`src/hw/rtl/tlvleb_pkg.sv`:
```
// shared types and constants for the tlv / leb128 stream parser
// no dependencies; imported by every module of the block
package tlvleb_pkg;

  // longest length varint, in bytes
  localparam int unsigned MAX_VARINT_BYTES = 5;

  // field widths
  localparam int unsigned BYTE_W  = 8;
  localparam int unsigned LEN_W   = 32;
  localparam int unsigned KIND_W  = 2;
  localparam int unsigned CNT_W   = 3;
  localparam int unsigned PHASE_W = 2;
  localparam int unsigned OUT_DATA_W = 2 * BYTE_W + LEN_W;

  // parse phases
  localparam logic [PHASE_W-1:0] PH_TAG = 2'd0;
  localparam logic [PHASE_W-1:0] PH_LEN = 2'd1;
  localparam logic [PHASE_W-1:0] PH_VAL = 2'd2;

  // result kinds
  localparam logic [KIND_W-1:0] KIND_HDR = 2'd0;
  localparam logic [KIND_W-1:0] KIND_VAL = 2'd1;
  localparam logic [KIND_W-1:0] KIND_ERR = 2'd2;

  // one result word
  typedef struct packed {
    logic [KIND_W-1:0] result_kind;
    logic [BYTE_W-1:0] unit_tag;
    logic [LEN_W-1:0]  value_length;
    logic [BYTE_W-1:0] value_data;
    logic              unit_done;
  } result_t;

endpackage

```
`src/hw/rtl/tlv_leb128_stream_parser_unit.sv`:
```
// top level of the tlv / leb128 stream parser
// depends on tlvleb_pkg, tlvleb_core, tlvleb_out_reg
//
// Usage:
//   Slave side takes one payload byte per word: s_tdata holds the byte and
//   s_tlast marks the last byte of the payload. Master side gives one word
//   per result: m_tuser is the kind (header, value byte, malformed unit),
//   m_tdata packs tag, length and value byte, m_tlast ends a unit.
//   Tag bytes and unfinished varint bytes give no result word unless they
//   end the payload. A taken byte is held in the input register and parsed
//   when the result register has room, which then loads its result word.
//   Throughput: one byte per cycle while the receiver does not stall; the
//   tag/length/value state update is combinational between the two registers.
//   Reset clears both registers' valid flags and returns the parser to
//   expecting a tag. When the receiver stalls, the result word holds, the
//   parser stops, and s_tready drops once the input register is also full.
//   The end of a payload always returns the parser to expecting a tag.
module tlv_leb128_stream_parser_unit
  import tlvleb_pkg::*;
(
  input  logic                  clk,
  input  logic                  rst,
  input  logic                  s_tvalid,
  output logic                  s_tready,
  input  logic [BYTE_W-1:0]     s_tdata,   // [7:0] data_byte
  input  logic                  s_tlast,   // final_byte
  output logic                  m_tvalid,
  input  logic                  m_tready,
  output logic [OUT_DATA_W-1:0] m_tdata,   // [7:0] unit_tag, [39:8] value_length,
                                           // [47:40] value_data
  output logic [KIND_W-1:0]     m_tuser,   // [1:0] result_kind
  output logic                  m_tlast    // unit_done
);

  logic              in_valid;
  logic [BYTE_W-1:0] in_byte;
  logic              in_final;
  logic              out_ready;
  logic              step;
  logic              emit;
  result_t           core_result;
  result_t           held;

  // parse the held byte when the result register has room
  assign step     = in_valid && out_ready;
  assign s_tready = !in_valid || out_ready;

  // input register
  always_ff @(posedge clk) begin
    if (rst) begin
      in_valid <= 1'b0;
    end else if (s_tready) begin
      in_valid <= s_tvalid;
    end
  end

  always_ff @(posedge clk) begin
    if (s_tvalid && s_tready) begin
      in_byte  <= s_tdata;
      in_final <= s_tlast;
    end
  end

  tlvleb_core u_core (
    .clk        (clk),
    .rst        (rst),
    .step       (step),
    .data_byte  (in_byte),
    .final_byte (in_final),
    .emit       (emit),
    .result     (core_result)
  );

  tlvleb_out_reg u_out (
    .clk         (clk),
    .rst         (rst),
    .load_valid  (step && emit),
    .load_result (core_result),
    .advance     (out_ready),
    .m_tready    (m_tready),
    .ready       (out_ready),
    .m_tvalid    (m_tvalid),
    .held        (held)
  );

  // master side packing
  assign m_tdata = {held.value_data, held.value_length, held.unit_tag};
  assign m_tuser = held.result_kind;
  assign m_tlast = held.unit_done;

endmodule

```
`src/hw/rtl/tlvleb_core.sv`:
```
// parse state and next-state logic: one payload byte per step
// depends on tlvleb_pkg
module tlvleb_core
  import tlvleb_pkg::*;
(
  input  logic              clk,
  input  logic              rst,
  input  logic              step,
  input  logic [BYTE_W-1:0] data_byte,
  input  logic              final_byte,
  output logic              emit,
  output result_t           result
);

  logic [PHASE_W-1:0] parse_phase, parse_phase_next;
  logic [BYTE_W-1:0]  held_tag, held_tag_next;
  logic [LEN_W-1:0]   length_accum, length_accum_next;
  logic [CNT_W-1:0]   varint_count, varint_count_next;
  logic [LEN_W-1:0]   bytes_remaining, bytes_remaining_next;

  logic [5:0]       shift_amt;
  logic [LEN_W-1:0] septet;
  logic [LEN_W-1:0] accum_or;
  logic [LEN_W-1:0] remain_dec;
  logic             more;

  // varint septet placed at its bit offset
  assign shift_amt  = 6'(varint_count) * 6'd7;
  assign septet     = {{(LEN_W-7){1'b0}}, data_byte[6:0]};
  assign accum_or   = length_accum | ((shift_amt < 6'd32) ? (septet << shift_amt[4:0])
                                                         : '0);
  assign remain_dec = bytes_remaining - 1'b1;
  assign more       = data_byte[7] && (varint_count + 1'b1 < CNT_W'(MAX_VARINT_BYTES));

  // next state and result
  always_comb begin
    parse_phase_next     = parse_phase;
    held_tag_next        = held_tag;
    length_accum_next    = length_accum;
    varint_count_next    = varint_count;
    bytes_remaining_next = bytes_remaining;
    emit                 = 1'b0;
    result.result_kind   = KIND_HDR;
    result.unit_tag      = held_tag;
    result.value_length  = '0;
    result.value_data    = '0;
    result.unit_done     = 1'b0;
    unique case (parse_phase)
      PH_LEN: begin
        length_accum_next = accum_or;
        varint_count_next = varint_count + 1'b1;
        if (final_byte) begin
          parse_phase_next = PH_TAG;
          emit = 1'b1;
          result.unit_done = 1'b1;
          if (accum_or != '0) result.result_kind = KIND_ERR;
        end else if (!more) begin
          emit = 1'b1;
          if (accum_or == '0) begin
            parse_phase_next = PH_TAG;
            result.unit_done = 1'b1;
          end else begin
            parse_phase_next     = PH_VAL;
            bytes_remaining_next = accum_or;
            result.value_length  = accum_or;
          end
        end
      end
      PH_VAL: begin
        emit = 1'b1;
        bytes_remaining_next = remain_dec;
        if (remain_dec == '0) begin
          parse_phase_next   = PH_TAG;
          result.result_kind = KIND_VAL;
          result.value_data  = data_byte;
          result.unit_done   = 1'b1;
        end else if (final_byte) begin
          parse_phase_next     = PH_TAG;
          bytes_remaining_next = '0;
          result.result_kind   = KIND_ERR;
          result.unit_done     = 1'b1;
        end else begin
          result.result_kind = KIND_VAL;
          result.value_data  = data_byte;
        end
      end
      default: begin
        // tag byte, also for the unused phase code
        held_tag_next        = data_byte;
        length_accum_next    = '0;
        varint_count_next    = '0;
        bytes_remaining_next = '0;
        result.unit_tag      = data_byte;
        if (final_byte) begin
          parse_phase_next   = PH_TAG;
          emit               = 1'b1;
          result.result_kind = KIND_ERR;
          result.unit_done   = 1'b1;
        end else begin
          parse_phase_next = PH_LEN;
        end
      end
    endcase
  end

  // state registers
  always_ff @(posedge clk) begin
    if (rst) begin
      parse_phase     <= PH_TAG;
      held_tag        <= '0;
      length_accum    <= '0;
      varint_count    <= '0;
      bytes_remaining <= '0;
    end else if (step) begin
      parse_phase     <= parse_phase_next;
      held_tag        <= held_tag_next;
      length_accum    <= length_accum_next;
      varint_count    <= varint_count_next;
      bytes_remaining <= bytes_remaining_next;
    end
  end

  // varint never runs past its maximum length
  a_count_bound: assert property (@(posedge clk) disable iff (rst)
    parse_phase == PH_LEN |-> varint_count < CNT_W'(MAX_VARINT_BYTES))
    else $error("varint count past maximum");

  // value phase always has bytes left to take
  a_remain_nonzero: assert property (@(posedge clk) disable iff (rst)
    parse_phase == PH_VAL |-> bytes_remaining != '0)
    else $error("value phase with nothing remaining");

  // an open header announces a nonzero length and moves to the value phase
  a_hdr_open: assert property (@(posedge clk) disable iff (rst)
    step && emit && result.result_kind == KIND_HDR && !result.unit_done
      |=> parse_phase == PH_VAL && bytes_remaining == $past(result.value_length))
    else $error("open header without value phase");

  // an error always closes the unit
  a_err_done: assert property (@(posedge clk) disable iff (rst)
    step && emit && result.result_kind == KIND_ERR |=> parse_phase == PH_TAG)
    else $error("error did not return to tag phase");

endmodule

```
`src/hw/rtl/tlvleb_out_reg.sv`:
```
// result register on the master side of the parser
// depends on tlvleb_pkg
module tlvleb_out_reg
  import tlvleb_pkg::*;
(
  input  logic    clk,
  input  logic    rst,
  input  logic    load_valid,
  input  result_t load_result,
  input  logic    advance,
  input  logic    m_tready,
  output logic    ready,
  output logic    m_tvalid,
  output result_t held
);

  // space for a new word when empty or being drained this cycle
  assign ready = !m_tvalid || m_tready;

  // valid flag
  always_ff @(posedge clk) begin
    if (rst) begin
      m_tvalid <= 1'b0;
    end else if (advance) begin
      m_tvalid <= load_valid;
    end
  end

  // payload
  always_ff @(posedge clk) begin
    if (advance && load_valid) begin
      held <= load_result;
    end
  end

  // a held word stays until it is taken
  a_hold: assert property (@(posedge clk) disable iff (rst)
    m_tvalid && !m_tready |=> m_tvalid && $stable(held))
    else $error("result word dropped while stalled");

  // the register only loads when it has room
  a_room: assert property (@(posedge clk) disable iff (rst)
    advance |-> ready)
    else $error("load without room");

  // a loaded word shows up next cycle
  a_load: assert property (@(posedge clk) disable iff (rst)
    advance && load_valid |=> m_tvalid && held == $past(load_result))
    else $error("loaded word missing");

endmodule
```
`config.mk`:
```
export PLATFORM = sky130hd
export DESIGN_NAME = tlv_leb128_stream_parser_unit
export DESIGN_NICKNAME = d
export VERILOG_FILES = /design/src/hw/rtl/tlvleb_pkg.sv /design/src/hw/rtl/tlv_leb128_stream_parser_unit.sv /design/src/hw/rtl/tlvleb_core.sv /design/src/hw/rtl/tlvleb_out_reg.sv
export SDC_FILE = /design/constraint.sdc
export NUM_CORES = 1
export LEC_CHECK = 0
export ABC_AREA = 1
export BUFFER_PORTS_ARGS = -buffer_cell sky130_fd_sc_hd__buf_2
export CORE_MARGIN = 5
export CORE_UTILIZATION = 30
export DETAILED_ROUTE_END_ITERATION = 16
export GPL_ROUTABILITY_DRIVEN = 0
export SYNTH_ARGS = -nofsm -noshare
export SYNTH_HDL_FRONTEND = slang
export SYNTH_SLANG_ARGS = --single-unit
export TNS_END_PERCENT = 1
```
`constraint.sdc`:
```
create_clock -name clk -period 5.8 [get_ports clk]
set_clock_uncertainty 0.15 [all_clocks]
set_input_delay 0.58 -clock clk [delete_from_list [all_inputs] [get_ports clk]]
set_output_delay 0.58 -clock clk [all_outputs]
set_load 0.05 [all_outputs]
```
# After elaboration in Yosys (flattened, before gate mapping)
# Index checks and enable logic that the tools add are counted.
# totals
ff_bits,139
input_bits,13
output_inout_bits,53
# op_classes
bitwise,3
mux,33
addsub,2
n_reduce_logical,17
shifts,1
multipliers,1
n_eq_ne,7
order_cmp,2
# op_table
cell,count
two-way mux 32 bit,6
one-hot mux 32 bit (2 select lines),2
logical NOT 32 bit,2
OR 32 bit,1
nonzero test 32 bit,1
<< shifter 7 x 5 -> 32 bit,1
"subtractor 32 x 1 -> 32 bit, second input constant",1
two-way mux 2 bit,10
two-way mux 8 bit,2
two-way mux 9 bit,1
one-hot mux 2 bit (2 select lines),2
two-way mux 1 bit,7
"< comparator 6 bit, second input constant",1
"multiplier 3 x 3 -> 6 bit, second input constant",1
"!= test 2 bit, second input constant",3
one-hot mux 3 bit (2 select lines),1
logical AND 1 bit,5
one-hot mux 1 bit (2 select lines),2
AND reduction 4 bit,1
OR reduction 4 bit,1
"adder 3 x 1 -> 3 bit, second input constant",1
"< comparator 3 bit, second input constant",1
"!= test 3 x 2 -> 1 bit, second input constant",1
"!= test 3 bit, second input constant",1
other kinds (8),11

# Logic depth before layout (Yosys ltp)
# Gate-level depths: netlist of the first run.
# logic_depth
depth_word,9
depth_mapped,24
ltp_nobuf,22

# Hierarchy
# Synthesis of the first run repeated with hierarchy kept, for this count alone.
# unflattened
cells_unflattened,1221
hier_area_um2,8294.2
# by_module_without_submodules
module,cells_each,n_inst,seq_area_each_um2,area_per_inst_um2
tlvleb_core,1143,1,1541.5,6378.6
tlvleb_out_reg,59,1,1551.5,1582.8
tlv_leb128_stream_parser_unit,19,1,290.3,332.8

# Least setup slack after synthesis of the first run
# Ideal clock, no wire load.
# synth_path
kind,reg2reg
start,reg u_core.varint_count[0]
end,"reg, netlist name u_out.held[0]"
path_stages_with_launch,9
required_time_ps,5125
period_less_slack_ps,5650
path_slack_ps,150
arrival_ps,4975
path_cell_list,dfxtp_1 ha_1 clkbuf_1 o21bai_1 nand2_1 inv_1 o21ai_0 nor3_1 nor3_1
# synth_via
elab_chain_cells,8
# synth_lines
item,line_no,text
start: declaration,tlvleb_core.sv:18,"logic [CNT_W-1:0] varint_count, varint_count_next;"
start signal: assignment,tlvleb_core.sv:118,varint_count <= varint_count_next;
adder 3 x 1 -> 3 bit,tlvleb_core.sv:33,assign more = data_byte[7] && (varint_count + 1'b1 < CNT_W'(MAX_VARINT_BYTES));
< comparator 3 bit,tlvleb_core.sv:33,
logical AND 1 bit,tlvleb_core.sv:33,
two-way mux 1 bit,tlvleb_core.sv:57,end else if (!more) begin
two-way mux 1 bit,tlvleb_core.sv:52,if (final_byte) begin
one-hot mux 1 bit (2 select lines),tlvleb_core.sv:48,unique case (parse_phase)
logical AND 1 bit,tlv_leb128_stream_parser_unit.sv:77,".load_valid (step && emit),"
logical AND 1 bit,tlvleb_out_reg.sv:31,if (advance && load_valid) begin
# No other way between the ends.
# A chain may end at the register's enable or synchronous reset.

# Final worst setup path of the first run
# layout_path
start,reg u_core.varint_count[0]
end,reg u_core.bytes_remaining[22]
# layout_via
elab_chain_cells,8
elab_cells_between_ends,16
cone_classes,add/sub (1); mul (1); order compare (2); eq/ne (2); shift (1); mux (5); bitwise (1); reduce/logical (3)
# layout_lines
item,line_no,text
branches (longest 8 deep; another with multiplier 3 x 3 -> 6 bit),n/a,
end signal: assignment,tlvleb_core.sv:119,bytes_remaining <= bytes_remaining_next;
end: declaration,tlvleb_core.sv:19,"logic [LEN_W-1:0] bytes_remaining, bytes_remaining_next;"
# Several ways; the timed one is not identified. The select of a mux whose other input is x is not followed.

==> results.py, run 1 <==
metrics = {
    "timing": {
        "final.period_utilization": 0.833,
        "rsz0062_at_grt": "no",
        "min_period_ns": 4.83,
        "hold_viol": 0,
        "max_freq_mhz": 207,
        "slew_violations": 0,
        "setup_ws_ns": 0.969,
        "setup_violations": 0,
        "slew_headroom": 0.277,
        "worst_pin_slew_ns": 1.09,
        "finalSetupTns_ns": 0,
    },
    "logic_synthesis": {
        "synth_simple_gate_area_frac": 0.326,
        "synth-edff-count": 60,
        "ys.flop_type": "dfxtp_1",
        "synth-compound-area-share": 0.115,
        "postSynthCellCount": 1146,
        "synth_top_area_cell": "edfxtp_1",
        "yosys_warnings": 0,
        "synth_mux_area_frac": 0,
        "synth_seq_cells": 139,
        "ys_async_sr_fraction": 0,
        "ys_types": 34,
        "synthTopCellsByArea": "edfxtp_1, dfxtp_1, nand2_1",
        "synth_top_family_by_area": "simple AND/OR/NAND/NOR gates",
        "synth_area_um2": 7850,
        "synth_xor_area_frac": 0.0100,
        "postSynthAreaPerCell_um2": 6.85,
        "synthMostInstantiatedCell": "nand2_1",
        "synth_adder_area_share": 0.0220,
        "ys_seq_area_frac": 0.431,
        "yosys-top-cells-count": "nand2_1, nor2_1, inv_1",
        "synth_top_area_share": 0.230,
        "syn-num-nets": 1171,
    },
    "detailed_routing": {
        "detail_route.first_pass.iterations": 5,
        "drc": 0,
        "via_per_inst": 4.72,
        "ant_nets": 0,
        "route.detailed.wl_per_inst_um": 13.9,
        "num_vias": 7241,
        "drt_iter0_drc": 531,
        "drt-total-wl_mm": 21.3,
    },
    "global_route": {
        "grt_start_max_net_pins": 68,
        "grt_usage": 0.147,
        "grt_pass1_wl_mm": 34.7,
        "grt_pass1_vias": 6766,
        "antenna_found_initial": 0,
        "grt.overflow.total": 0,
    },
    "power": {
        "p_leak_nw": 4.14,
        "combPwrFrac": 0.249,
        "internal-power_mw": 2.01,
        "p_per_area_nw_per_um2": 336,
        "seq_power_share": 0.370,
        "ir_drop_v": 0.000197,
        "clockPowerShare": 0.382,
        "switchingPower_mw": 1.03,
        "swShare": 0.338,
    },
    "clock_network": {
        "cts_resized": 0,
        "htreeDepth": 4,
        "cts.sinks": 139,
        "clkLatencyLatePin_ns": 0.42,
        "hold_buffers": 0,
        "path_clk_slew_ns": 0.06,
        "cts_tree": "yes",
        "post_cts_buffers": 0,
        "cts_made_buffers": 17,
        "root_buffer": "clkbuf_16",
        "clk_path_buf_depth": 2,
    },
    "floorplan": {
        "die_area_um2": 29500,
        "core_area_um2": 25900,
        "chipHeight_um": 172,
        "start_util": 0.303,
        "ioPinCount": 66,
        "die_w_um": 172,
        "rows": 59,
    },
    "hold_path": {
        "hp-class": "in2reg",
        "min-delay-start": "s_tdata[5]",
        "hold_depth": 1,
        "min_to": "in_byte[5]",
    },
    "worst_setup_path": {
        "r2r_cells": 21,
        "crit_slowest_cell": "fa_1",
        "reg2reg_slack_ns": 0.97,
        "endpoint_kind": "register",
        "crit_arrival_ns": 4.99,
        "startpoint": "u_core.varint_count[0]",
        "critPathLaunchType": "register",
        "slowest_delay_ns": 0.57,
        "worstSetupPathType": "reg2reg",
        "crit_fanout": 63,
        "path_cells": "inv_1 > fa_1 > inv_1 > ha_1 > inv_1 > fa_1 > buf_4 > inv_1 > nor2_1 > a21oi_1 > nand2_1 > inv_1 > nand2_1 > nor2_1 > nand2_1 > nor2_1 > nand3_2 > nand3_4 > nand2_1 > nand2_1 > nor2_1",
        "cp_data_required_time_ns": 5.96,
        "timing.rr.start": "u_core.varint_count[0]",
        "reg2reg_to": "u_core.bytes_remaining[22]",
    },
    "placed_design": {
        "pre_cts_slack_ns": 1.04,
        "port_buffers": 65,
        "dpl.hpwl_mm": 15.3,
    },
    "finish": {
        "antenna_cells": 0,
        "area_growth_pct": 15.1,
        "nets": 1211,
        "drive_gt1_frac": 0.102,
        "finish.utilization": 0.349,
    },
    "outcome": {
        "outcome": "finished clean",
    },
    "flow_run": {
        "cap_violations": 0,
    },
}
==> final cells by class <==
| type | instances | area, µm² |
|---|---|---|
| clock buffers | 18 | 429 |
| clock inverters | 14 | 194 |
| fillers | 2748 | 16900 |
| inverters | 134 | 503 |
| multi-input cells | 822 | 3720 |
| flip-flops and latches | 139 | 3380 |
| well taps | 335 | 419 |
| repair buffers | 72 | 378 |
==> how the worst max path moves through the flow <==
stage	slack (ns)	to	depth (start not counted)
floorplan	0.15	u_out.held[0]	8
global placement	1.02	u_out.held[9]	21
detailed placement	1.04	u_out.held[9]	21
CTS	0.98	u_core.bytes_remaining[22]	21
global route	0.59	u_core.bytes_remaining[24]	21
finish	0.97	u_core.bytes_remaining[22]	21
==> flip-flops by register name, indices dropped and copies added (netlist names), 2 cells and up <==
register	count
u_core.held_tag	8
u_core.varint_count	3
u_core.length_accum	32
in_byte	8
u_core.bytes_remaining	32
u_core.parse_phase	2
u_out.held	51
==> critical path, delay by kind of cell (launching register included) <==
family	cells	cell delay [ns]
fa+ha+maj	3	1.21
flops	1	0.52
simple gates	11	1.68
compound gates	1	0.15
buf+inv	6	0.98
==> per-stage QoR <==
step                      hold WS, ns  cells  power, mW  cell area [µm²]
after global placement          0.285   1502       1.88             8410
after floorplan                 0.274   1146       1.70             7850
after detailed placement        0.289   1502       1.89             8410
after global routing            0.162   1534       3.20             9030
after CTS                       0.164   1534       3.05             9030
final                           0.179   1534       3.04             9030
==> cell usage in the layout, fill, tap and decap left out, types with 4 or more instances in the layout <==
cell | netlist | layout
nand2_1 | 306 | 306
nor2_1 | 202 | 201
inv_1 | 127 | 126
nand3_1 | 92 | 92
a21oi_1 | 83 | 83
o21ai_0 | 82 | 82
dfxtp_1 | 79 | 79
buf_2 | 2 | 65
edfxtp_1 | 60 | 60
clkbuf_16 | 0 | 17
nand4_1 | 10 | 10
ha_1 | 9 | 9
buf_4 | 7 | 7
xor2_1 | 6 | 6
inv_2 | 5 | 5
nor2_2 | 4 | 4
o21bai_1 | 4 | 4
bufinv_16 | 0 | 4
==> power by group through the flow <==
stage / Sequential [mW] / Combinational (mW) / Clock [mW]
floorplan: 1.18 / 0.523 / 0
global placement: 1.14 / 0.740 / 0
detailed placement: 1.14 / 0.743 / 0
CTS: 1.12 / 0.748 / 1.18
global route: 1.13 / 0.846 / 1.23
finish: 1.12 / 0.755 / 1.16
==> metal layers <==
layer / part of all wire / up-vias / track usage
met5: 0 / - / 0
met4: 0.025 / 0 / 0.0564
met3: 0.058 / 41 / 0.0257
met2: 0.46 / 205 / 0.236
met1: 0.45 / 3257 / 0.199
li1: - / 3738 / -
==> kinds of logic (layout without fill, tap and decap cells) <==
family | after synthesis | after routing
simple gates | 626 | 626
buf+inv | 185 | 238
compound gates | 175 | 175
flops | 139 | 139
fa+ha+maj | 12 | 12
xor+xnor | 9 | 9
Note: power is estimated with default switching activity, not from simulation.
==> run 2, diff against run 1 <==
--- a/config.mk
+++ b/config.mk
@@ -5,7 +5,7 @@
 export SDC_FILE = /design/constraint.sdc
 export NUM_CORES = 1
 export LEC_CHECK = 0
-export ABC_AREA = 1
+export ABC_AREA = 0
 export BUFFER_PORTS_ARGS = -buffer_cell sky130_fd_sc_hd__buf_2
 export CORE_MARGIN = 5
 export CORE_UTILIZATION = 30
==> constraint.sdc (replaced) <==
create_clock -name clk -period 4 [get_ports clk]
set_clock_uncertainty 0.15 [all_clocks]
set_input_delay 0.4 -clock clk [delete_from_list [all_inputs] [get_ports clk]]
set_output_delay 0.4 -clock clk [all_outputs]
set_load 0.05 [all_outputs]
==> results.py, run 2 <==
metrics = {
    "outcome": {
        "outcome": "complete, but fails checks",
        "violations": "negative setup slack",
    },
    "floorplan": {
        "start_util": 0.304,
        "die_w_um": 169,
        "core_area_um2": 25100,
        "die_area_um2": 28700,
        "chipHeight_um": 169,
        "ioPinCount": 66,
        "rows": 58,
    },
    "finish": {
        "fin_area_um2": 10100,
        "antenna_cells": 0,
        "stdcell_count": 1327,
        "drive_gt1_frac": 0.312,
        "nets": 1009,
        "final_common_cell": "buf_4",
        "finish.utilization": 0.404,
        "largest_reg_flops": 51,
        "area_growth_pct": 33.0,
        "largest_register": "u_out.held",
        "top_regs": "u_out.held: 51 flops, u_core.bytes_remaining: 32 flops, u_core.length_accum: 32 flops",
        "layout_common_cells": "buf_4, nor2_1, dfxtp_1",
    },
    "placed_design": {
        "dpl.hpwl_mm": 17.5,
        "pre_cts_slack_ns": -0.344,
        "port_buffers": 65,
        "place_area_um2": 8940,
        "place_inst": 1266,
    },
    "worst_setup_path": {
        "startpoint": "u_core.varint_count[2]",
        "crit_fanout": 7,
        "critPathLaunchType": "register",
        "timing.rr.start": "u_core.varint_count[2]",
        "endpoint_kind": "register",
        "worstSetupPathType": "reg2reg",
        "cp_data_required_time_ns": 4.16,
        "crit_arrival_ns": 4.36,
    },
    "timing": {
        "setup_ws_ns": -0.198,
        "setup_violations": 65,
        "hold_slack_ns": 0.0125,
        "min_period_ns": 4.20,
        "slew_violations": 0,
        "final.period_utilization": 1.05,
        "hold_viol": 0,
        "max_freq_mhz": 238,
        "worst_pin_slew_ns": 0.745,
        "slew_headroom": 0.503,
        "rsz0062_at_grt": "yes",
        "finalSetupTns_ns": -8.83,
    },
    "clock_network": {
        "cts_made_buffers": 17,
        "htreeDepth": 4,
        "clk_path_buf_depth": 2,
        "cts.sinks": 139,
        "cts_tree": "yes",
        "path_clk_slew_ns": 0.06,
        "clkLatencyLatePin_ns": 0.43,
        "root_buffer": "clkbuf_16",
    },
    "logic_synthesis": {
        "synth-edff-count": 60,
        "synth_seq_cells": 139,
        "ys_types": 84,
        "synthTopCellsByArea": "edfxtp_1, dfxtp_1, nor2_1",
        "syn-num-nets": 848,
        "synth_top_area_cell": "edfxtp_1",
        "synth_top_area_share": 0.236,
        "ys_seq_area_frac": 0.444,
        "yosys-top-cells-count": "nor2_1, dfxtp_1, edfxtp_1",
        "postSynthAreaPerCell_um2": 9.26,
        "ys.flop_type": "dfxtp_1",
        "yosys_warnings": 0,
        "ys_async_sr_fraction": 0,
        "postSynthCellCount": 823,
        "synth_area_um2": 7620,
        "synthMostInstantiatedCell": "nor2_1",
    },
    "power": {
        "p_leak_nw": 4.01,
        "p_per_area_nw_per_um2": 356,
        "ir_drop_v": 0.000298,
        "p_total_mw": 3.61,
    },
    "detailed_routing": {
        "drt_iter0_drc": 683,
        "num_vias": 7175,
        "via_per_inst": 5.41,
        "ant_nets": 0,
        "drt-total-wl_mm": 25.1,
        "drc": 0,
        "detail_route.first_pass.iterations": 5,
        "route.detailed.wl_per_inst_um": 18.9,
    },
    "global_route": {
        "grt_pass1_vias": 6817,
        "grt_usage": 0.171,
        "grt_start_max_net_pins": 45,
        "grt.overflow.total": 0,
        "grt_pass1_wl_mm": 38.7,
        "antenna_found_initial": 0,
    },
    "hold_path": {
        "min-delay-start": "s_tdata[7]",
        "hp-class": "in2reg",
    },
    "flow_run": {
        "cap_violations": 0,
    },
}
run 2: cell count changes in the layout (fill, tap and decap cells not counted), moves of 22 or more:
cell / previous run / this run
a21oi_1: 83 / 50
buf_4: 7 / 113
inv_1: 126 / 17
nand2_1: 306 / 49
nand3_1: 92 / 26
nor2_1: 201 / 107
nor2b_1: 0 / 22
o21ai_0: 82 / 16
run 2: final timing paths:
check	cells after the start	endpoint	slack (ns)
min reg2reg	2	u_core.held_tag[0]	0.31
max	19	u_core.bytes_remaining[7]	-0.20
max reg2reg	19	u_core.bytes_remaining[7]	-0.20
min	1	in_byte[7]	0.01
run 2: layout make-up:
cell class | instances | area [µm²]
Tap cell | 330 | 413
Clock buffer | 18 | 429
Fill cell | 2491 | 15000
Timing Repair Buffer | 201 | 1500
Inverter | 22 | 83.8
Clock inverter | 14 | 208
Multi-Input combinational cell | 603 | 4110
Sequential cell | 139 | 3390
run 2: worst max-delay path, cell delays in order (launching register included):
cell and delay, ns:
dfxtp_2 0.33, inv_2 0.04, fa_1 0.54, inv_1 0.05, ha_2 0.18, inv_2 0.05
fa_2 0.49, buf_12 0.17, nor2b_4 0.13, nand2_4 0.12, nor2_4 0.06, a221o_1 0.35
nor4bb_2 0.31, nand4b_1 0.24, o211ai_4 0.27, buf_12 0.16, buf_12 0.12, buf_8 0.11
nand4b_1 0.10, o211ai_1 0.10
run 2: where the power goes:
| part | total (mW) | switching, mW | internal [mW] |
|---|---|---|---|
| Clock | 1.73 | 0.671 | 1.06 |
| Combinational | 0.349 | 0.227 | 0.122 |
| Sequential | 1.53 | 0.0161 | 1.51 |
| Total | 3.61 | 0.914 | 2.69 |
run 2: logic make-up (layout without fill, tap and decap cells):
family / count (synthesis) / in the layout / synth area share
xor gates and xnor gates: 18 / 18 / 0.0207
muxes: 27 / 27 / 0.0425
and+or+nand+nor: 346 / 346 / 0.240
AOI/OAI and AO/OA: 200 / 200 / 0.182
buffers and inverters: 81 / 255 / 0.0488
DFF: 139 / 139 / 0.444
adders and majority gates: 12 / 12 / 0.0227
run 2: metal layers:
metal / global-route usage / wire, µm
met4: 0.0651 / 646
met5: 0 / 0
met3: 0.0305 / 1870
met2: 0.280 / 11900
met1: 0.226 / 10700
run 2: repair_timing:
item | 4_1_cts | 5_1_grt
buffers inserted | 13 | 8
resized for setup | 29 | 49
pin swaps | 11 | 28
hold endpoints to repair | 6 | 0
endpoints found under the setup margin | 66 | 69
hold buffers | 6 | 0
cloned | 0 | 2
